**src/sv/sm3c_pkg.sv**
```systemverilog
// ----------------------------------------------------------------------------
// sm3c_pkg: shared constants, types and functions for the SM3 lane array
// Lane counts, round constants, request codes, the sequencer-to-lane
// control struct and the SM3 bit-mixing functions.
// ----------------------------------------------------------------------------
package sm3c_pkg;

  // Lane counts: cores built, and lanes that have ports
  localparam int LANES      = 8;
  localparam int PORT_LANES = 8;

  // Block geometry
  localparam int CV_WORDS  = 8;
  localparam int MSG_WORDS = 16;
  localparam int ROUNDS    = 64;
  localparam int FF_SWITCH = 16;

  localparam logic [31:0] T_LOW  = 32'h79CC4519;
  localparam logic [31:0] T_HIGH = 32'h7A879D8A;

  // Request codes on req_type
  localparam logic REQ_LOAD = 1'b0;
  localparam logic REQ_MSG  = 1'b1;

  // Sequencer to lane control
  typedef struct packed {
    logic       load_en;   // write one chaining word in every lane
    logic [2:0] load_idx;
    logic       msg_en;    // shift one message word into every lane
    logic       msg_last;  // the sixteenth word: take snapshot and active bit
    logic       rnd_en;    // run one compression round
    logic [5:0] rnd_idx;
    logic       finish;    // last round: fold result into chaining state
    logic [2:0] rd_idx;    // chaining word shown on the read port
  } ctl_t;

  function automatic logic [31:0] rotl32(logic [31:0] x, int n);
    rotl32 = (x << n) | (x >> (32 - n));
  endfunction

  function automatic logic [31:0] perm0(logic [31:0] x);
    perm0 = x ^ rotl32(x, 9) ^ rotl32(x, 17);
  endfunction

  function automatic logic [31:0] perm1(logic [31:0] x);
    perm1 = x ^ rotl32(x, 15) ^ rotl32(x, 23);
  endfunction

  // Round constant T_j rotated left by j mod 32
  function automatic logic [31:0] t_const(logic [5:0] j);
    logic [31:0] base;
    logic [63:0] dbl;
    base = (j < 6'(FF_SWITCH)) ? T_LOW : T_HIGH;
    dbl = {base, base} << j[4:0];
    t_const = dbl[63:32];
  endfunction

endpackage

```
**src/sv/sm3c_lane.sv**
```systemverilog
// ----------------------------------------------------------------------------
// sm3c_lane: one SM3 compression core
// Holds the lane's chaining state, a sixteen-word message window that also
// runs the message expansion, and the working registers A..H. One round per
// cycle while the sequencer drives rnd_en.
// ----------------------------------------------------------------------------
module sm3c_lane (
  input  logic            clk_i,
  input  logic            rst_ni,
  input  sm3c_pkg::ctl_t  ctl_i,
  input  logic [31:0]     word_i,
  input  logic            active_i,
  output logic [31:0]     rd_word_o
);

  logic [31:0] chain_q [sm3c_pkg::CV_WORDS];
  logic [31:0] chain_d [sm3c_pkg::CV_WORDS];
  logic [31:0] work_q  [sm3c_pkg::CV_WORDS];
  logic [31:0] work_d  [sm3c_pkg::CV_WORDS];
  logic [31:0] win_q   [sm3c_pkg::MSG_WORDS];
  logic        active_q;

  logic [31:0] a12, sum1, ss1, ss2, ff, gg, tt1, tt2, w_new, w_in;

  // Round datapath
  always_comb begin
    a12  = sm3c_pkg::rotl32(work_q[0], 12);
    sum1 = a12 + work_q[4] + sm3c_pkg::t_const(ctl_i.rnd_idx);
    ss1  = sm3c_pkg::rotl32(sum1, 7);
    ss2  = ss1 ^ a12;
    if (ctl_i.rnd_idx < 6'(sm3c_pkg::FF_SWITCH)) begin
      ff = work_q[0] ^ work_q[1] ^ work_q[2];
      gg = work_q[4] ^ work_q[5] ^ work_q[6];
    end else begin
      ff = (work_q[0] & work_q[1]) | (work_q[0] & work_q[2]) | (work_q[1] & work_q[2]);
      gg = (work_q[4] & work_q[5]) | (~work_q[4] & work_q[6]);
    end
    tt1 = ff + work_q[3] + ss2 + (win_q[0] ^ win_q[4]);
    tt2 = gg + work_q[7] + ss1 + win_q[0];
    work_d[0] = tt1;
    work_d[1] = work_q[0];
    work_d[2] = sm3c_pkg::rotl32(work_q[1], 9);
    work_d[3] = work_q[2];
    work_d[4] = sm3c_pkg::perm0(tt2);
    work_d[5] = work_q[4];
    work_d[6] = sm3c_pkg::rotl32(work_q[5], 19);
    work_d[7] = work_q[6];
  end

  // Message expansion: W[j+16] from the window
  assign w_new = sm3c_pkg::perm1(win_q[0] ^ win_q[7] ^ sm3c_pkg::rotl32(win_q[13], 15))
               ^ sm3c_pkg::rotl32(win_q[3], 7) ^ win_q[10];
  assign w_in  = ctl_i.msg_en ? word_i : w_new;

  // Message window: shifts on a message word and on every round
  always_ff @(posedge clk_i) begin
    if (ctl_i.msg_en || ctl_i.rnd_en) begin
      for (int i = 0; i < sm3c_pkg::MSG_WORDS - 1; i++) begin
        win_q[i] <= win_q[i+1];
      end
      win_q[sm3c_pkg::MSG_WORDS-1] <= w_in;
    end
  end

  // Working registers: snapshot at block start, then one round a cycle
  always_ff @(posedge clk_i) begin
    if (ctl_i.msg_en && ctl_i.msg_last) begin
      work_q <= chain_q;
    end else if (ctl_i.rnd_en) begin
      work_q <= work_d;
    end
  end

  // Active bit of the block, taken with its sixteenth word
  always_ff @(posedge clk_i or negedge rst_ni) begin
    if (!rst_ni) begin
      active_q <= 1'b0;
    end else if (ctl_i.msg_en && ctl_i.msg_last) begin
      active_q <= active_i;
    end
  end

  // Chaining state: loads, and the feed-forward XOR at block end in active lanes
  always_comb begin
    chain_d = chain_q;
    if (ctl_i.load_en) begin
      chain_d[ctl_i.load_idx] = word_i;
    end else if (ctl_i.finish && active_q) begin
      for (int k = 0; k < sm3c_pkg::CV_WORDS; k++) begin
        chain_d[k] = chain_q[k] ^ work_d[k];
      end
    end
  end

  always_ff @(posedge clk_i or negedge rst_ni) begin
    if (!rst_ni) begin
      for (int k = 0; k < sm3c_pkg::CV_WORDS; k++) begin
        chain_q[k] <= '0;
      end
    end else begin
      chain_q <= chain_d;
    end
  end

  assign rd_word_o = chain_q[ctl_i.rd_idx];

endmodule

```
**config.mk**
```make
export PLATFORM = sky130hd
export DESIGN_NAME = sm3c_lane
export DESIGN_NICKNAME = d
export VERILOG_FILES = /design/src/sv/sm3c_pkg.sv /design/src/sv/sm3c_lane.sv
export SDC_FILE = /design/constraint.sdc
export NUM_CORES = 2
export LEC_CHECK = 0
export BUFFER_PORTS_ARGS = -buffer_cell sky130_fd_sc_hd__buf_2
export CORE_UTILIZATION = 30
export CTS_CLUSTER_DIAMETER = 100
export DETAILED_ROUTE_END_ITERATION = 6
export PLACE_DENSITY = 0.47
export SYNTH_ARGS = -nofsm -noshare
export SYNTH_HDL_FRONTEND = slang
export SYNTH_SLANG_ARGS = --single-unit
```
**constraint.sdc**
```tcl
create_clock -name clk_i -period 11.2 [get_ports clk_i]
set_input_delay 2.24 -clock clk_i [delete_from_list [all_inputs] [get_ports clk_i]]
set_output_delay 2.24 -clock clk_i [all_outputs]
set_load 0.03 [all_outputs]
```
## Word level (Yosys, flattened, before mapping)

Memory sizes are Yosys's and may differ from the RTL's.
Index checks and enable logic that the tools add are counted.

| word-level totals | value |
|---|---|
| flip-flop bits (word level) | 513 |
| RAM bits | 512 |
| input bits | 52 |
| output and inout port bits | 32 |
| memories | 1 |

Memory list:

| memory | depth | width | rd ports | clocked after memory_dff | wr ports | line | source |
|---|---|---|---|---|---|---|---|
| win_q | 16 | 32 | 16 | 0 | 16 | sm3c_lane.sv:20 | `logic [31:0] win_q [sm3c_pkg::MSG_WORDS];` |

| operators by class | value |
|---|---|
| add/subtract/negate cells | 8 |
| order comparisons | 4 |
| shift operators | 1 |
| multiplexer cells | 16 |
| bitwise logic cells | 43 |
| reductions and logical operators | 6 |

Operators with widths:

| operator | number |
|---|---|
| $mux W256 | 4 |
| $xor A32 B32 Y32 | 22 |
| $add A32 B32 Y32 | 8 |
| $bwmux W256 | 1 |
| $mux W32 | 6 |
| $and A32 B32 Y32 | 5 |
| $bmux W32 S3 | 1 |
| $demux W32 S3 | 1 |
| $or A32 B32 Y32 | 3 |
| $or A32 B15 Y32 | 2 |
| $or A32 B7 Y32 | 2 |
| $or A32 B9 Y32 | 2 |
| $shl A63 B5 Y64 | 1 |
| $not A32 Y32 | 1 |
| $or A32 B12 Y32 | 1 |
| $or A32 B17 Y32 | 1 |
| $or A32 B19 Y32 | 1 |
| $or A32 B23 Y32 | 1 |
| $mux W26 | 1 |
| $ge A4 B4 Y1 const B | 2 |
| $not A3 Y4 | 2 |
| $lt A6 B5 Y1 const B | 1 |
| $lt A4 B1 Y1 const B | 1 |
| $reduce_bool A2 Y1 | 2 |
| other kinds (3) | 6 |

## Depth between registers and ports, before layout

| depth | value |
|---|---|
| depth in word-level cells | 13 |
| depth in mapped cells | 46 |
| depth with buffers taken out | 42 |

## Worst setup path after synthesis

OpenSTA, ideal clock, no wires.

| timing path | value |
|---|---|
| kind | input to register |
| from | in ctl_i[8] (netlist bit) |
| to | reg work_q (netlist bit work_d[216]), data pin |
| library setup time | 260 ps |
| arrival time | 11275 ps |
| setup slack | -335 ps |
| stages | 43 |
| path through | clkbuf_1 -> nor2_1 -> inv_2 -> clkbuf_1 -> clkbuf_1 -> buf_1 -> ha_1 -> nor2_1 -> a21oi_1 -> o21ai_0 -> mux2i_1 -> mux2_2 -> fa_1 -> inv_1 -> ha_1 -> inv_1 -> fa_1 -> nor2b_1 -> [7 not listed] -> o21ba_2 -> xor2_1 -> xor2_1 -> fa_1 -> inv_1 -> fa_1 -> ha_1 -> a211o_1 -> a2111oi_1 -> o31ai_1 -> a21o_1 -> a21oi_1 -> o21ai_1 -> a31o_2 -> a221oi_2 -> o21ai_1 -> xor2_1 -> mux2_2 |

| on the way | value |
|---|---|
| cells in the longest elaborated chain, start to end | 10 |
| elaborated cells between the ends (all ways) | 12 |
| classes of those cells | add/sub (4); order compare (1); shift (1); mux (4); bitwise (2) |

Ends and longest elaborated chain:

| element | line | source |
|---|---|---|
| from (decl) | sm3c_lane.sv:10 | `input sm3c_pkg::ctl_t ctl_i,` |
| $lt A6 B5 Y1 | sm3c_pkg.sv:53, sm3c_lane.sv:31 |  |
| $mux W26 | sm3c_pkg.sv:53 | `base = (j < 6'(FF_SWITCH)) ? T_LOW : T_HIGH;` |
| $shl A63 B5 Y64 | sm3c_pkg.sv:54 | `dbl = {base, base} << j[4:0];` |
| $add A32 B32 Y32 | sm3c_lane.sv:28 | `sum1 = a12 + work_q[4] + sm3c_pkg::t_const(ctl_i.rnd_idx);` |
| $or A32 B7 Y32 | sm3c_pkg.sv:38 | `rotl32 = (x << n) \| (x >> (32 - n));` |
| $xor A32 B32 Y32 | sm3c_lane.sv:30 | `ss2 = ss1 ^ a12;` |
| $add A32 B32 Y32 * (2 in series) | sm3c_lane.sv:38 | `tt1 = ff + work_q[3] + ss2 + (win_q[0] ^ win_q[4]);` |
| $mux W256 * | sm3c_lane.sv:69 | `end else if (ctl_i.rnd_en) begin` |
| $mux W256 * | sm3c_lane.sv:67 | `if (ctl_i.msg_en && ctl_i.msg_last) begin` |
| to (signal assigned) | sm3c_lane.sv:68 | `work_q <= chain_q;` |
| to (signal assigned) | sm3c_lane.sv:70 | `work_q <= work_d;` |
| to (decl) | sm3c_lane.sv:18 | `logic [31:0] work_q [sm3c_pkg::CV_WORDS];` |

Every way passes the cells marked *; elsewhere a longest branch is shown, timed or not. The select of a mux whose other input is x is not followed.
A chain may end at the register's enable or synchronous reset.

## Worst setup path in the final report

| timing path | value |
|---|---|
| from | in ctl_i[8] (netlist bit) |
| to | reg chain_q[122] (netlist bit) |

| on the way | value |
|---|---|
| cells in the longest elaborated chain, start to end | 13 |
| elaborated cells between the ends (all ways) | 16 |
| classes of those cells | add/sub (4); order compare (1); shift (1); mux (4); bitwise (6) |

Ends and longest elaborated chain:

| element | line | source |
|---|---|---|
| $lt A6 B5 Y1 | sm3c_pkg.sv:53, sm3c_lane.sv:31 |  |
| $mux W26 | sm3c_pkg.sv:53 |  |
| $shl A63 B5 Y64 | sm3c_pkg.sv:54 |  |
| $add A32 B32 Y32 | sm3c_lane.sv:28 |  |
| $or A32 B7 Y32 | sm3c_pkg.sv:38 |  |
| $add A32 B32 Y32 * (2 in series) | sm3c_lane.sv:39 | `tt2 = gg + work_q[7] + ss1 + win_q[0];` |
| $or A32 B9 Y32 | sm3c_pkg.sv:38 |  |
| $xor A32 B32 Y32 | sm3c_pkg.sv:42 | `perm0 = x ^ rotl32(x, 9) ^ rotl32(x, 17);` |
| $xor A32 B32 Y32 * | sm3c_pkg.sv:42 |  |
| $xor A32 B32 Y32 * | sm3c_lane.sv:90 | `chain_d[k] = chain_q[k] ^ work_d[k];` |
| $mux W256 * | sm3c_lane.sv:88 | `end else if (ctl_i.finish && active_q) begin` |
| $mux W256 * | sm3c_lane.sv:86 | `if (ctl_i.load_en) begin` |
| to (signal assigned) | sm3c_lane.sv:101 | `chain_q <= chain_d;` |
| to (decl) | sm3c_lane.sv:16 | `logic [31:0] chain_q [sm3c_pkg::CV_WORDS];` |

Marked as above.

==> metrics.csv <==
stage,metric,value,unit
status,outcome,"complete, but fails checks",
status,failing checks,DRC,
drt,drt drc,1,
clock_tree,CTS tree,built,
logic_synthesis,Seq cells post-synth,1025,
finish,Register Area,29500,µm²
critical_path,"Max FO, Critical Path",4,
critical_path,RR Endpoint,chain_q[254]$_DFFE_PN0P_,
clock_tree,CTS root buf,clkbuf_16,
clock_tree,clock sink count,1025,
logic_synthesis,"Seq/Total Area, Yosys",52.8,%
critical_path,slowest cell delay on critical path,0.54,ns
timing,final setup vio count,0,
drt,total routed wirelength,215000,µm
grt,gr ovfl total,0,
job,Max Cap Viol,0,
critical_path,crit path DAT,11.33,ns
critical_path,Worst R2R Setup Slack,2.65,ns
critical_path,critical path capture point type,flop,
logic_synthesis,Post-Syn Nets,5358,
logic_synthesis,top_reg_cell synth,edfxtp_1,
finish,Non-Filler Instances,7854,
logic_synthesis,Syn Inst Count,5022,
drt,vias per cell,5.02,
placement,IO buf count,83,
clock_tree,Setup Buffers After CTS,0,
drt,Detail Route Antenna Nets,0,
clock_tree,number of buffers created by CTS,116,
min_path,hold_sp,win_q[1][119]$_DFFE_PP_,
drt,Met2 Routed Length,101000,µm
min_path,min-delay worst type,reg -> reg,
floorplan,Starting Density,30.2,%
logic_synthesis,Netlist cell types,83,
timing,Tmin final,10.72,ns
finish,area of the multi-input gates,24600,µm²
timing,worst-margin pin slew,1.18,ns
drt,via count,39400,
grt,antenna violations before repair,15,
logic_synthesis,asr flop ratio synth,25.1,%
finish,Syn-to-layout area delta,16.0,%
finish,most frequent cells in the layout,"nand2_1, edfxtp_1, xnor2_1, buf_4, xor2_1",
critical_path,Setup CP Type,in -> reg,
min_path,hold path depth,0,
placement,placed cells,7634,
drt,drt pass-1 iters,7,
critical_path,r2r worst-path depth,31,
grt,vias in the first global route,38300,
clock_tree,CTS H-tree lvls,3,
finish,share of layout cells above drive strength 1,13.2,%
timing,fin crit share,95.7,%
finish,fillers,18400,
timing,Final Hold Viols,0,
placement,Post-DP HPWL,158000,µm
timing,RSZ-0062 raised after global routing,no,
floorplan,row cnt,158,
clock_tree,CTS Buffer Depth,3,
timing,Worst Skew,0.0944,ns
drt,Wirelength per Cell,27.3,µm
drt,DR top layer,met5,
grt,GR Util All Layers,22.8,%
floorplan,die width,434,µm
timing,Slew HR,20.5,%
min_path,Hold Path Sink,win_q[1][87]$_DFFE_PP_,
critical_path,CP max-delay cell,xnor2_1,
finish,"most common cell after layout, fill and taps aside",nand2_1,
logic_synthesis,post-synthesis area per instance,11.1,µm²
floorplan,core area,185000,µm²
timing,Fmax,93.3,MHz
timing,fin. max-slew vios,0,
drt,met3 WL,11300,µm
logic_synthesis,number of synthesized flops with an enable pin,768,
clock_tree,Clock Latency Late Sink,0.81,ns
clock_tree,"CTS clk-pin slew, worst paths",0.06,ns
critical_path,Critical Path Source Type,input pin,
grt,largest net degree at the start of global routing,164,
drt,Metal-1 WL,91800,µm
clock_tree,"Hold-fix buffers, CTS",0,
logic_synthesis,Post-Syn Area,55900,µm²
floorplan,die area,188000,µm²
logic_synthesis,Yosys warning count,0,
drt,initial detailed-routing violation count,3695,
floorplan,Ports,84,
critical_path,worst r2r src,work_d[222]$_DFFE_PP_,
floorplan,die height,434,µm
finish,Final nets,5608,
clock_tree,post-cts resize count,0,
grt,first-pass GRT wire length,300000,µm
placement,RD Place Congestion,0.969,
critical_path,CP required,11.81,ns
cells by family (layout without fill, tap and decap cells):
logic type / after synthesis / count (layout) / synth area share [%]
simple gates: 1548 / 1548 / 11.2
flops: 1025 / 1025 / 52.8
compound gates: 888 / 888 / 9.71
xor+xnor: 623 / 623 / 9.77
buf+inv: 501 / 847 / 3.42
fa+ha+maj: 284 / 284 / 8.88
mux: 153 / 153 / 4.29
other cells: 0 / 6 / 0
worst max-delay path, delay by kind of cell:
family                     cells  cell delay [ns]
and+or+nand+nor                7             0.80
buffers and inverters          8             0.99
adders and majority gates      6             2.42
AOI/OAI and AO/OA             20             3.89
xor gates and xnor gates       3             0.97
synthesized netlist by cell type (all sizes together) (10+ instances only):
cell type  instances  area [µm²]
a211oi            26         200
a21o             100         751
a21oi            288        1450
a221o             53         531
a31oi             23         144
and3              11        73.8
buf               31         136
clkbuf           234         878
dfrtp            257        6430
edfxtp           768       23100
fa               188        3760
ha                96        1200
inv              234         878
mux2              55         619
mux2i             34         340
mux4              64        1440
nand2           1064        3990
nand2b            14        87.6
nand3             40         200
nor2             258         968
nor2b             26         163
nor3              93         465
o21a              24         181
o21ai            287        1440
o31ai             10        75.1
xnor2            330        2900
xor2             293        2570
routing by layer:
metal,track usage (%),up-vias
li1,-,17800
met1,30.1,20100
met2,37.0,1182
met3,3.25,309
met4,9.86,2
met5,0,-
worst max path at each step:
stage | startpoint | cells after the start | endpoint
floorplan | ctl_i[8] | 42 | work_d[216]$_DFFE_PP_
global placement | ctl_i[8] | 45 | chain_q[254]$_DFFE_PN0P_
detailed placement | ctl_i[8] | 45 | chain_q[122]$_DFFE_PN0P_
CTS | ctl_i[8] | 45 | chain_q[122]$_DFFE_PN0P_
global route | ctl_i[8] | 44 | chain_q[122]$_DFFE_PN0P_
finish | ctl_i[8] | 44 | chain_q[122]$_DFFE_PN0P_
state kept, by name (all words and copies together) (netlist names):
register,cells
chain_q,256
active_q,1
work_q,128
win_q,512
work_d,128
per-stage QoR:
stage / area [µm²] / hold WS, ns / util (%) / setup WS (ns) / TNS (ns)
floorplan: 55900 / 0.400 / - / 0.0543 / 0
global placement: 61000 / 0.400 / 32.9 / -0.270 / -3.77
detailed placement: 61000 / 0.405 / 32.9 / -0.246 / -3.07
CTS: 64800 / 0.387 / 35.0 / 0.472 / 0
global route: 64900 / 0.391 / 35.0 / 0.0376 / 0
finish: 64900 / 0.392 / 35.0 / 0.477 / 0
area by class of cell:
| cell class | count | share of cell area (%) |
|---|---|---|
| flip-flops and latches | 1025 | 45.5 |
| multi-input cells | 3496 | 37.9 |
| clock buffers | 162 | 4.82 |
| well taps | 2480 | 4.78 |
| repair buffers | 399 | 4.47 |
| inverters | 234 | 1.36 |
| clock inverters | 52 | 1.17 |
| diodes | 6 | 0.0231 |
Power is left out: the tool's default activity adds up to more than one toggle a clock period on the data nets, which glitch-free logic cannot reach.
