$ cat src/sv/sm3c_pkg.sv
// ----------------------------------------------------------------------------
// sm3c_pkg: shared constants, types and functions for the SM3 lane array
// Lane counts, round constants, request codes, the sequencer-to-lane
// control struct and the SM3 bit-mixing functions.
// ----------------------------------------------------------------------------
package sm3c_pkg;

  // Lane counts: cores built, and lanes that have ports
  localparam int LANES      = 8;
  localparam int PORT_LANES = 8;

  // Block geometry
  localparam int CV_WORDS  = 8;
  localparam int MSG_WORDS = 16;
  localparam int ROUNDS    = 64;
  localparam int FF_SWITCH = 16;

  localparam logic [31:0] T_LOW  = 32'h79CC4519;
  localparam logic [31:0] T_HIGH = 32'h7A879D8A;

  // Request codes on req_type
  localparam logic REQ_LOAD = 1'b0;
  localparam logic REQ_MSG  = 1'b1;

  // Sequencer to lane control
  typedef struct packed {
    logic       load_en;   // write one chaining word in every lane
    logic [2:0] load_idx;
    logic       msg_en;    // shift one message word into every lane
    logic       msg_last;  // the sixteenth word: take snapshot and active bit
    logic       rnd_en;    // run one compression round
    logic [5:0] rnd_idx;
    logic       finish;    // last round: fold result into chaining state
    logic [2:0] rd_idx;    // chaining word shown on the read port
  } ctl_t;

  function automatic logic [31:0] rotl32(logic [31:0] x, int n);
    rotl32 = (x << n) | (x >> (32 - n));
  endfunction

  function automatic logic [31:0] perm0(logic [31:0] x);
    perm0 = x ^ rotl32(x, 9) ^ rotl32(x, 17);
  endfunction

  function automatic logic [31:0] perm1(logic [31:0] x);
    perm1 = x ^ rotl32(x, 15) ^ rotl32(x, 23);
  endfunction

  // Round constant T_j rotated left by j mod 32
  function automatic logic [31:0] t_const(logic [5:0] j);
    logic [31:0] base;
    logic [63:0] dbl;
    base = (j < 6'(FF_SWITCH)) ? T_LOW : T_HIGH;
    dbl = {base, base} << j[4:0];
    t_const = dbl[63:32];
  endfunction

endpackage

$ cat src/sv/sm3c_ctrl.sv
// ----------------------------------------------------------------------------
// sm3c_ctrl: block sequencer
// Counts message words, steps the 64 rounds and walks the eight result
// words out; drives both handshakes and the lane control struct.
// ----------------------------------------------------------------------------
module sm3c_ctrl (
  input  logic            clk_i,
  input  logic            rst_ni,
  input  logic            in_valid_i,
  output logic            in_stall_o,
  input  logic            req_type_i,
  input  logic [2:0]      reg_index_i,
  output logic            out_valid_o,
  input  logic            out_stall_i,
  output logic [2:0]      out_index_o,
  output logic            out_last_o,
  output sm3c_pkg::ctl_t  ctl_o
);

  typedef enum logic [2:0] {
    S_MSG = 3'b001,
    S_RND = 3'b010,
    S_OUT = 3'b100
  } state_e;

  state_e     state_q, state_d;
  logic [3:0] cnt_q, cnt_d;
  logic [5:0] rnd_q, rnd_d;
  logic [2:0] oidx_q, oidx_d;
  logic       in_acc, out_acc, msg_acc, last_word, last_rnd;

  assign in_stall_o  = (state_q != S_MSG);
  assign out_valid_o = (state_q == S_OUT);
  assign in_acc      = in_valid_i && !in_stall_o;
  assign out_acc     = out_valid_o && !out_stall_i;
  assign msg_acc     = in_acc && (req_type_i == sm3c_pkg::REQ_MSG);
  assign last_word   = (cnt_q == 4'(sm3c_pkg::MSG_WORDS - 1));
  assign last_rnd    = (rnd_q == 6'(sm3c_pkg::ROUNDS - 1));

  // Next state
  always_comb begin
    state_d = state_q;
    cnt_d   = cnt_q;
    rnd_d   = rnd_q;
    oidx_d  = oidx_q;
    unique case (state_q)
      S_MSG: begin
        if (msg_acc) begin
          cnt_d = cnt_q + 4'd1;
          if (last_word) begin
            state_d = S_RND;
            rnd_d   = '0;
          end
        end
      end
      S_RND: begin
        rnd_d = rnd_q + 6'd1;
        if (last_rnd) begin
          state_d = S_OUT;
          oidx_d  = '0;
        end
      end
      S_OUT: begin
        if (out_acc) begin
          oidx_d = oidx_q + 3'd1;
          if (oidx_q == 3'(sm3c_pkg::CV_WORDS - 1)) begin
            state_d = S_MSG;
          end
        end
      end
      default: begin
        state_d = S_MSG;
      end
    endcase
  end

  always_ff @(posedge clk_i or negedge rst_ni) begin
    if (!rst_ni) begin
      state_q <= S_MSG;
      cnt_q   <= '0;
      rnd_q   <= '0;
      oidx_q  <= '0;
    end else begin
      state_q <= state_d;
      cnt_q   <= cnt_d;
      rnd_q   <= rnd_d;
      oidx_q  <= oidx_d;
    end
  end

  // Lane control
  always_comb begin
    ctl_o.load_en  = in_acc && (req_type_i == sm3c_pkg::REQ_LOAD);
    ctl_o.load_idx = reg_index_i;
    ctl_o.msg_en   = msg_acc;
    ctl_o.msg_last = last_word;
    ctl_o.rnd_en   = (state_q == S_RND);
    ctl_o.rnd_idx  = rnd_q;
    ctl_o.finish   = (state_q == S_RND) && last_rnd;
    ctl_o.rd_idx   = oidx_q;
  end

  assign out_index_o = oidx_q;
  assign out_last_o  = (oidx_q == 3'(sm3c_pkg::CV_WORDS - 1));

`ifndef SYNTHESIS
  a_start_rounds: assert property (@(posedge clk_i) disable iff (!rst_ni)
    (msg_acc && last_word) |=> (state_q == S_RND && rnd_q == 6'd0))
    else $error("rounds did not start after the sixteenth word");

  a_rounds_done: assert property (@(posedge clk_i) disable iff (!rst_ni)
    (state_q == S_RND && last_rnd) |=> (state_q == S_OUT && oidx_q == 3'd0))
    else $error("results did not follow the last round");

  a_block_end: assert property (@(posedge clk_i) disable iff (!rst_ni)
    (out_acc && out_last_o) |=> (state_q == S_MSG && cnt_q == 4'd0))
    else $error("block did not close after the last result word");

  a_count_idle: assert property (@(posedge clk_i) disable iff (!rst_ni)
    (state_q != S_MSG) |-> (cnt_q == 4'd0))
    else $error("word count not clear outside message phase");
`endif

endmodule
$ cat config.mk
export PLATFORM = sky130hd
export DESIGN_NAME = sm3c_ctrl
export DESIGN_NICKNAME = d
export VERILOG_FILES = /design/src/sv/sm3c_pkg.sv /design/src/sv/sm3c_ctrl.sv
export SDC_FILE = /design/constraint.sdc
export NUM_CORES = 1
export LEC_CHECK = 0
export ABC_AREA = 1
export BUFFER_PORTS_ARGS = -buffer_cell sky130_fd_sc_hd__buf_4
export CORE_ASPECT_RATIO = 0.9
export CORE_MARGIN = 5
export CORE_UTILIZATION = 52
export CTS_BUF_LIST = sky130_fd_sc_hd__clkbuf_2
export DETAILED_ROUTE_END_ITERATION = 6
export PLACE_DENSITY = 0.81
export SYNTH_ARGS = -nofsm -noshare
export SYNTH_HDL_FRONTEND = slang
export SYNTH_SLANG_ARGS = --single-unit
$ cat constraint.sdc
create_clock -name clk_i -period 1.83 [get_ports clk_i]
set_clock_uncertainty 0.15 [all_clocks]
set_input_delay 0.0915 -clock clk_i [delete_from_list [all_inputs] [get_ports clk_i]]
set_output_delay 0.0915 -clock clk_i [all_outputs]
set_load 0.02 [all_outputs]
After elaboration in Yosys (flattened, before gate mapping)
Index checks and enable logic that the tools add are counted.
{"block": "totals", "ff_bits": 16, "latchBits": 0, "ramBits": 0, "mem_bits_ro": 0, "out_inout_bits": 23, "memories": 0}
{"block": "op_classes", "n_addsub": 3, "mul": 0, "n_div": 0, "n_lt_le_gt_ge": 0, "n_eq_ne": 12, "shifts": 0, "muxes": 12, "bitwise_logic": 1, "reduce_logical": 13}
{"cell": "3-bit 2-to-1 mux", "count": 7}
{"cell": "6-bit 2-to-1 mux", "count": 2}
{"cell": "6-bit one-hot mux with 2 select lines", "count": 1}
{"cell": "3-bit one-hot mux with 3 select lines", "count": 1}
{"cell": "6-bit by 1-bit adder with 6-bit output, second input constant", "count": 1}
{"cell": "3-bit == test, second input constant", "count": 2}
{"cell": "6-bit == test, second input constant", "count": 1}
{"cell": "2-bit by 1-bit inequality test with 1-bit output, second input constant", "count": 3}
{"cell": "3-bit one-hot mux with 2 select lines", "count": 1}
{"cell": "3-bit AND reduction", "count": 2}
{"cell": "1-bit logical AND", "count": 5}
{"cell": "5-bit AND reduction", "count": 1}
{"cell": "4-bit by 1-bit adder with 4-bit output, second input constant", "count": 1}
{"cell": "4-bit == test, second input constant", "count": 1}
{"cell": "2-bit inequality test, second input constant", "count": 2}
{"cell": "2-bit nonzero test", "count": 2}
{"cell": "3-bit by 1-bit adder with 3-bit output, second input constant", "count": 1}
{"cell": "3-bit by 1-bit == test with 1-bit output, second input constant", "count": 1}
{"cell": "3-bit by 2-bit == test with 1-bit output, second input constant", "count": 1}
{"cell": "3-bit by 1-bit inequality test with 1-bit output, second input constant", "count": 1}
{"cell": "1-bit zero test", "count": 2}
{"cell": "2-bit AND reduction", "count": 1}
{"cell": "1-bit NOT", "count": 1}

Longest topological paths before layout
Gate-level depths: netlist (run 1).
{"block": "depth", "ltp_word": 6, "depth_mapped": 8}

Least setup slack after synthesis (run 1)
No wires, ideal clock.
{"block": "synth_path", "path_kind": "register to register", "startpoint": "reg rnd_q[0]", "endpoint": "reg state_q[2]", "t_arrival_ps": 1442, "t_required_ps": 1614, "setup_slack_ps": 173, "path_stages_with_launch": 8, "n_path_buf": 0, "path_cell_list": "dfrtp_1 -> ha_1 -> nand2_1 -> nor2_2 -> nand2_1 -> nor2_1 -> inv_1 -> nand2_1"}
{"block": "synth_between", "elab_chain_len": 3}
{"item": "start, declared", "line_no": "sm3c_ctrl.sv:28", "text": "logic [5:0] rnd_q, rnd_d;"}
{"item": "start signal, assigned", "line_no": "sm3c_ctrl.sv:86", "text": "rnd_q <= rnd_d;"}
{"item": "6-bit == test", "line_no": "sm3c_ctrl.sv:38", "text": "assign last_rnd = (rnd_q == 6'(sm3c_pkg::ROUNDS - 1));"}
{"item": "2-bit by 1-bit inequality test with 1-bit output (no source line)"}
{"item": "5-bit AND reduction (no source line)"}
{"item": "end signal, assigned", "line_no": "sm3c_ctrl.sv:84", "text": "state_q <= state_d;"}
{"item": "end, declared", "line_no": "sm3c_ctrl.sv:26", "text": "state_e state_q, state_d;"}
Every way passes these cells.
A chain may end at the register's enable or synchronous reset.

==> results of run 1 <==
## per-layer routing
| metal | vias up | GRT usage |
|---|---|---|
| met3 | 3 | 0.0605 |
| met4 | 0 | 0.0648 |
| met1 | 386 | 0.178 |
| li1 | 405 | - |
| met5 | - | 0 |
| met2 | 15 | 0.276 |
## through the flow
stage                     instance area [sq um]  std cells  setup slack (ps)
after global routing                       1210        162              14.1
after CTS                                  1200        161              6.56
after detailed placement                   1120        151               308
final                                      1210        162               124
after global placement                     1120        151               395
after floorplan                             978        112               173
## area by class of cell
type	instances	area, sq um
tap	24	30.0
clock buffer	4	20.0
multi-input combinational	72	458
sequential	16	402
timing repair buffer	31	248
fill	133	520
inverter	15	56.3
## worst max path at each step
| stage | startpoint | to | slack (ps) |
|---|---|---|---|
| finish | rnd_q[1]$_DFFE_PN0P_ | ctl_o[3] | 120 |
| global route | rnd_q[1]$_DFFE_PN0P_ | ctl_o[3] | 10 |
| CTS | rnd_q[1]$_DFFE_PN0P_ | ctl_o[3] | 7 |
| detailed placement | rnd_q[0]$_DFFE_PN0P_ | state_q[2]$_DFFE_PN0P_ | 310 |
| global placement | rnd_q[0]$_DFFE_PN0P_ | state_q[2]$_DFFE_PN0P_ | 400 |
| floorplan | rnd_q[0]$_DFFE_PN0P_ | state_q[2]$_DFFE_PN0P_ | 170 |
## Yosys cell counts (all sizes together), types with 2 or more instances
cell type   n  area (sq um)
nand2      31           129
dfrtp      15           375
inv        15          56.3
nand3      13           108
buf         9          67.6
o21ai       6          30.0
nor2        5          31.3
ha          4          50.1
nand3b      2          15.0
nand4       2          12.5
o21bai      2          18.8
xnor2       2          25.0
xor2        2          17.5
## what timing repair did
item / CTS / global route
endpoints found under the hold margin: 19 / 0
setup buffers: 1 / 1
endpoints found under the setup margin: 1 / 9
hold buffers: 5 / 0
resized for setup: 0 / 3
cloned: 0 / 0
## power groups by stage
| stage | sequential [mW] | clock, mW | combinational (mW) |
|---|---|---|---|
| 2_1_floorplan | 0.656 | 0 | 0.358 |
| 3_3_place_gp | 0.590 | 0 | 0.593 |
| 3_5_place_dp | 0.600 | 0 | 0.625 |
| 4_1_cts | 0.587 | 0.182 | 0.658 |
| 5_1_grt | 0.602 | 0.196 | 0.754 |
| 6_report | 0.588 | 0.179 | 0.683 |
## kinds of logic (layout without fill, tap and decap cells)
group / count (synthesis) / in the layout / share of synthesized area
AOI/OAI and AO/OA: 9 / 9 / 0.0550
xor gates and xnor gates: 4 / 4 / 0.0435
adders and majority gates: 4 / 4 / 0.0512
buffers and inverters: 24 / 50 / 0.127
DFF: 16 / 16 / 0.410
and+or+nand+nor: 55 / 55 / 0.313
## flip-flops by register name, indices dropped and copies added (netlist names)
signal / cells
cnt_q: 4
out_index_o: 3
rnd_q: 6
state_q: 3
==> impl_metrics.json, run 1 <==
{
  "crit_required_ps": 1590,
  "drc_errors": 0,
  "drive_gt1_frac": 0.384,
  "ys_seq_area_frac": 0.410,
  "h-tree-depth": 1,
  "grt-ovfl-total": 0,
  "netlist_instances": 112,
  "postSynthAreaPerCell_sq_um": 8.74,
  "internal_power_mw": 0.824,
  "reg2reg_to": "state_q[2]$_DFFE_PN0P_",
  "syn_nets": 124,
  "port_buffers": 24,
  "cp_num_buf_inv": 1,
  "area_growth_pct": 24.0,
  "cts_buffers": 3,
  "netlist-cell-type-count": 26,
  "ys_seq_elements": 16,
  "synth_edf_count": 0,
  "layout_commonest_cell": "nand2_1",
  "reg2reg_depth": 8,
  "slowest_stage": "dfrtp_1",
  "final.setup.tns_ps": 0,
  "grt.total_usage": 0.159,
  "cts.clk_slew.worst_paths_ps": 160,
  "irDropWorstVdd_mv": 1.14,
  "root_buffer": "clkbuf_2",
  "met1Wirelength_microns": 919,
  "finalPower_mw": 1.45,
  "highest_layer": "met4",
  "antenna_found_initial": 0,
  "critPathKind": "reg -> out",
  "core_area_sq_um": 1730,
  "start_kind": "flip-flop",
  "rrSetupSlack_ps": 330,
  "p_sw_mw": 0.627,
  "drt_iter0_drc": 9,
  "rows": 14,
  "grt_max_degree": 10,
  "routed-wl-met2_microns": 1070,
  "r2r_start": "rnd_q[1]$_DFFE_PN0P_",
  "synthFlopType": "dfrtp_1",
  "endpoint_kind": "primary output",
  "pwr-share-clk": 0.124,
  "powerDensity_nw_per_um2": 1190,
  "fmax_mhz": 586,
  "p_leak_nw": 0.668,
  "critPathMostFrequentCell": "nor2_2",
  "cts.sink_count": 16,
  "critical_path.max_fanout": 3,
  "postSynth.asyncResetShare": 1.00,
  "worstHoldStart": "reg_index_i[0]",
  "ant_nets": 0,
  "num_vias": 809,
  "dr_wl_met3_microns": 109,
  "avgRoutedWirePerCell_microns": 13.1,
  "diodes": 0,
  "max_cap_viol_count": 0,
  "insertion_delay_ps": 320,
  "die-area_sq_um": 2850,
  "fin_util": 0.700,
  "final_hold_viol_count": 0,
  "hold_class": "in -> out",
  "synth_area_sq_um": 978,
  "ys_warn_count": 0,
  "pwr-share-comb": 0.471,
  "gp_congestion": 0.767,
  "slew_violations": 0,
  "crit_cells": 6,
  "min_period_over_period": 0.932,
  "cts_tree": "yes",
  "arrival_ps": 1460,
  "ios": 31,
  "cp_cell_sequence": "ha_1 > nand2_1 > nor2_2 > nand2_2 > nor2_2 > buf_4",
  "swShare": 0.432,
  "whs_ps": 33.0,
  "critical_path.max_stage_delay_ps": 400,
  "dieHeight_microns": 51.2,
  "hpwl_microns": 1640,
  "holdPathStages": 0,
  "rsz0062_at_grt": "no",
  "share_seq_of_total_power": 0.405,
  "worst_pin_slew_ps": 376,
  "die_w_microns": 55.7,
  "crit_family": "simple AND/OR/NAND/NOR gates",
  "firstDrtPassIters": 4,
  "first_global_vias": 819,
  "viasPerCell": 4.99,
  "initial_core_util": 0.564,
  "nets": 151,
  "grt_pass1_wl_microns": 3510,
  "setup_viol_count_final": 0,
  "min_period_ps": 1710,
  "outcome": "finished, final reports clean",
  "clock_path_buffers": 2,
  "relSlewSlack": 0.749,
  "totalWireLength_microns": 2130,
  "layout_common_cells": "nand2_1 (27), buf_4 (26), dfrtp_1 (15)",
  "hold_path_end": "ctl_o[13]"
}
No activity file was read; power rests on OpenSTA's default activity.
==> run 2, diff against run 1 <==
CORE_UTILIZATION = 40   (was 52)
PLACE_DENSITY = 0.65   (was 0.81)
RECOVER_POWER = 25   (was default)
==> run 2 against run 1 <==
  * Clock power decreased by 3%
  * Maximum frequency fell by 0.54%
  * Power decreased by 4.7%
  * Utilization shrank 21 points
  * Critical path type unchanged
  * Largest cell class unchanged
  * Highest routed layer unchanged
==> impl_metrics.json, run 2 (synthesis results as in run 1) <==
{
  "viasPerCell": 4.77,
  "die_w_microns": 62.1,
  "grt_max_degree": 10,
  "totalWireLength_microns": 1990,
  "cp_cell_sequence": "ha_1 > nand2_1 > nor2_2 > nand2_1 > nor2_2 > buf_4",
  "crit_required_ps": 1590,
  "layout_common_cells": "nand2_1 (28), buf_4 (16), dfrtp_1 (15)",
  "setup_viol_count_final": 0,
  "grt-ovfl-total": 0,
  "start_kind": "flip-flop",
  "area_growth_pct": 20.2,
  "fmax_mhz": 583,
  "cts_buffers": 3,
  "cts.sink_count": 16,
  "nets": 151,
  "irDropWorstVdd_mv": 0.758,
  "root_buffer": "clkbuf_2",
  "clock_path_buffers": 2,
  "use_met1": 0.150,
  "dieHeight_microns": 56.9,
  "finalPower_mw": 1.38,
  "ios": 31,
  "rows": 17,
  "dp_slack_ps": 326,
  "port_buffers": 24,
  "reg_top3": "rnd_q: 6 flops, cnt_q: 4 flops",
  "fin_ws_ps": 115,
  "powerDensity_nw_per_um2": 1180,
  "insertion_delay_ps": 310,
  "grt.total_usage": 0.125,
  "initial_core_util": 0.407,
  "fill_cells": 238,
  "num_vias": 792,
  "critical_path.max_stage_delay_ps": 390,
  "slowest_stage": "dfrtp_1",
  "cp_num_buf_inv": 1,
  "final_hold_viol_count": 0,
  "diodes": 0,
  "avgRoutedWirePerCell_microns": 12.0,
  "endpoint_kind": "primary output",
  "dp_cells": 155,
  "critPathKind": "reg -> out",
  "crit_family": "simple AND/OR/NAND/NOR gates",
  "h-tree-depth": 1,
  "critical_path.max_fanout": 2,
  "cts_tree": "yes",
  "outcome": "finished, final reports clean",
  "use_met2": 0.200,
  "min_period_over_period": 0.937,
  "core_area_sq_um": 2400,
  "layout_commonest_cell": "nand2_1",
  "p_leak_nw": 0.620,
  "max_cap_viol_count": 0,
  "drive_gt1_frac": 0.304,
  "firstDrtPassIters": 4,
  "grt-busiest-layer": "met2",
  "arrival_ps": 1470,
  "hold_class": "in -> out",
  "gp_congestion": 0.739,
  "worst_pin_slew_ps": 381,
  "multi_input_area_sq_um": 455,
  "first_global_vias": 791,
  "largest_register_ff_count": 6,
  "hpwl_microns": 1450,
  "finalNonFillerCells": 166,
  "drc_errors": 0,
  "relSlewSlack": 0.745,
  "regArea_sq_um": 402,
  "whs_ps": 33.0,
  "grt_pass1_wl_microns": 3550,
  "ant_nets": 0,
  "cts.clk_slew.worst_paths_ps": 170,
  "slew_violations": 0,
  "fin_util": 0.489,
  "top_register": "rnd_q",
  "die-area_sq_um": 3540,
  "min_period_ps": 1710,
  "antenna_found_initial": 0,
  "grt_use_met3": 0.0400,
  "drt_iter0_drc": 13
}
[run 2: routing by layer]
layer  vias to the layer above  share of wire
met4                         0          0.020
met2                        22           0.46
li1                        399              -
met5                         -              0
met3                         6          0.069
met1                       365           0.45
[run 2: area by class of cell]
| cell class | count | share of cell area |
|---|---|---|
| Timing Repair Buffer | 31 | 0.177 |
| Sequential cell | 16 | 0.341 |
| Inverter | 15 | 0.0479 |
| Tap cell | 28 | 0.0298 |
| Multi-Input combinational cell | 72 | 0.387 |
| Clock buffer | 4 | 0.0170 |
[run 2: power breakdown]
group / leakage (nW) / internal [mW] / switching, mW / total, mW
clock network: 0.0166 / 0.0579 / 0.116 / 0.174
logic: 0.414 / 0.270 / 0.364 / 0.634
registers: 0.190 / 0.465 / 0.109 / 0.574
[run 2: timing repair]
action	in CTS	in global routing
endpoints found under the hold margin	19	0
endpoints found under the setup margin	1	1
gates resized for setup	0	1
hold buffers	5	0
setup buffers	1	1
[run 2: worst reg2reg max path: stages (launching register included)]
cell and delay (ps):
dfrtp_1 390, ha_1 160, nand2_1 80, nor2_2 130, nand2_1 130, nand2_4 110
nand3_2 90, nand2_1 70, o21ai_1 60
[run 2: per-stage QoR]
stage | TNS (ps) | cell area, sq um
6_report | 0 | 1180
3_3_place_gp | 0 | 1130
4_1_cts | 0 | 1200
5_1_grt | -7.99 | 1180
3_5_place_dp | 0 | 1130
2_1_floorplan | 0 | 978
[run 2: worst paths after layout]
kind,cells past startpoint,end,slack (ps),start
max,6,ctl_o[3],120,rnd_q[0]$_DFFE_PN0P_
min in group asynchronous,2,state_q[0]$_DFFE_PN1P_,160,rst_ni
min,0,ctl_o[14],30,reg_index_i[1]
max in group asynchronous,3,out_index_o[0]$_DFFE_PN0P_,590,rst_ni
min reg2reg,1,cnt_q[3]$_DFFE_PN0P_,340,cnt_q[3]$_DFFE_PN0P_
max reg2reg,8,out_index_o[2]$_DFFE_PN0P_,350,rnd_q[0]$_DFFE_PN0P_
==> run 3, diff against run 2 <==
CTS_BUF_LIST = sky130_fd_sc_hd__clkbuf_8   (was sky130_fd_sc_hd__clkbuf_2)
==> run 3 against run 2 <==
  * First-iteration DRC count is 38% lower
  * Routed wire length is 5.4% lower
  * Utilization is 0.68 points higher
  * Cell area is 1.4% higher
  * Via count is 1.9% lower
  * Clock power is 56% higher
  * Sequential power is 2% higher
  * Combinational power hardly changed
  * Critical endpoint unchanged
  * Largest cell class unchanged
==> impl_metrics.json, run 3 (synthesis results as in run 1) <==
{
  "outcome": "finished, final reports clean",
  "fmax_mhz": 581,
  "worst_pin_slew_ps": 864,
  "r2r_start": "rnd_q[0]$_DFFE_PN0P_",
  "critPathKind": "reg -> out",
  "fin_ws_ps": 110,
  "area_growth_pct": 21.9,
  "rrSetupSlack_ps": 330,
  "p_sw_mw": 0.589,
  "grt-ovfl-total": 0,
  "grt_max_degree": 17,
  "setup_viol_count_final": 0,
  "powerDensity_nw_per_um2": 1250,
  "reg2reg_to": "state_q[2]$_DFFE_PN0P_",
  "ios": 31,
  "grt_pass1_wl_microns": 3390,
  "rows": 17,
  "drc_errors": 0,
  "drive_gt1_frac": 0.366,
  "largest_register_ff_count": 6,
  "antenna_found_initial": 0,
  "min_period_ps": 1720,
  "clock_path_buffers": 2,
  "gp_congestion": 0.739,
  "pwr-share-clk": 0.182,
  "insertion_delay_ps": 250,
  "dieHeight_microns": 56.9,
  "num_vias": 777,
  "viasPerCell": 4.80,
  "hold_path_end": "state_q[1]$_DFFE_PN0P_",
  "reg_top3": "rnd_q: 6 flops, cnt_q: 4 flops",
  "critical_path.max_fanout": 5,
  "cts_buffers": 3,
  "worstHoldStart": "in_valid_i",
  "port_buffers": 24,
  "fin_util": 0.496,
  "avgRoutedWirePerCell_microns": 11.6,
  "max_cap_viol_count": 0,
  "endpoint_kind": "primary output",
  "crit_required_ps": 1590,
  "min_period_over_period": 0.940,
  "initial_core_util": 0.407,
  "layout_common_cells": "nand2_1 (28), buf_4 (25), dfrtp_1 (15)",
  "final_hold_viol_count": 0,
  "diodes": 0,
  "final.setup.tns_ps": 0,
  "finalPower_mw": 1.49,
  "root_buffer": "clkbuf_8",
  "internal_power_mw": 0.905,
  "reg2reg_depth": 8,
  "swShare": 0.394,
  "grt.total_usage": 0.121,
  "drt_iter0_drc": 8,
  "nets": 147,
  "arrival_ps": 1480,
  "dp_slack_ps": 326,
  "p_leak_nw": 0.649,
  "die-area_sq_um": 3540,
  "start_kind": "flip-flop",
  "totalWireLength_microns": 1880,
  "relSlewSlack": 0.424,
  "rsz0062_at_grt": "no",
  "share_seq_of_total_power": 0.393,
  "fill_cells": 220,
  "hpwl_microns": 1450,
  "ant_nets": 0,
  "finalNonFillerCells": 162,
  "irDropWorstVdd_mv": 0.870,
  "holdPathStages": 3,
  "slew_violations": 0,
  "die_w_microns": 62.1,
  "top_register": "rnd_q",
  "cts.clk_slew.worst_paths_ps": 70,
  "cts.sink_count": 16,
  "firstDrtPassIters": 4,
  "h-tree-depth": 1,
  "first_global_vias": 760,
  "layout_commonest_cell": "nand2_1",
  "hold_class": "in -> reg",
  "core_area_sq_um": 2400,
  "dp_cells": 155,
  "pwr-share-comb": 0.426,
  "cts_tree": "yes"
}
==> run 3: worst max-delay path by stage <==
| stage | startpoint | end | slack (ps) | depth (start not counted) |
|---|---|---|---|---|
| floorplan | rnd_q[0]$_DFFE_PN0P_ | state_q[2]$_DFFE_PN0P_ | 170 | 7 |
| global placement | rnd_q[0]$_DFFE_PN0P_ | state_q[2]$_DFFE_PN0P_ | 390 | 8 |
| detailed placement | rnd_q[0]$_DFFE_PN0P_ | state_q[2]$_DFFE_PN0P_ | 330 | 8 |
| CTS | rnd_q[0]$_DFFE_PN0P_ | ctl_o[3] | 90 | 6 |
| global route | rnd_q[0]$_DFFE_PN0P_ | ctl_o[3] | 2 | 6 |
| finish | rnd_q[0]$_DFFE_PN0P_ | ctl_o[3] | 110 | 6 |
==> run 3: worst max-delay path, stage by stage (launching register included) <==
cell	delay, ps
dfrtp_1	400
ha_1	180
nand2_1	80
nor2_2	130
nand2_1	110
nor2_1	150
buf_4	170
==> run 3: stage by stage <==
stage               area, sq um  hold slack [ps]
floorplan                   978             -354
global placement           1130             -185
detailed placement         1130             -184
CTS                        1180             33.1
global route               1190             33.0
finish                     1190             25.2
==> run 3: area by class of cell <==
cell class                 count  area, sq um  area share
timing repair buffer          27          201       0.169
multi-input combinational     72          453       0.380
sequential                    16          402       0.337
clock inverter                 1         3.75     0.00315
tap                           28         35.0      0.0294
inverter                      15         56.3      0.0472
clock buffer                   3         41.3      0.0346
==> run 3: timing repair <==
item | CTS | global route
endpoints found under the setup margin | 0 | 1
hold endpoints to repair | 16 | 0
gates resized for setup | 0 | 0
buffers inserted | 0 | 2
hold buffers | 1 | 0
==> run 3: routing by layer <==
metal | global-route usage | share of wire | vias up
li1 | - | - | 390
met1 | 0.135 | 0.42 | 360
met2 | 0.194 | 0.48 | 22
met3 | 0.0520 | 0.075 | 5
met4 | 0.0650 | 0.023 | 0
met5 | 0 | 0 | -
==> run 3: power by group through the flow <==
stage	registers, mW	clock network [mW]	logic (mW)
after floorplan	0.656	0	0.358
after detailed placement	0.592	0	0.612
after global placement	0.589	0	0.597
after global routing	0.607	0.303	0.709
final	0.587	0.271	0.636
after CTS	0.588	0.279	0.617
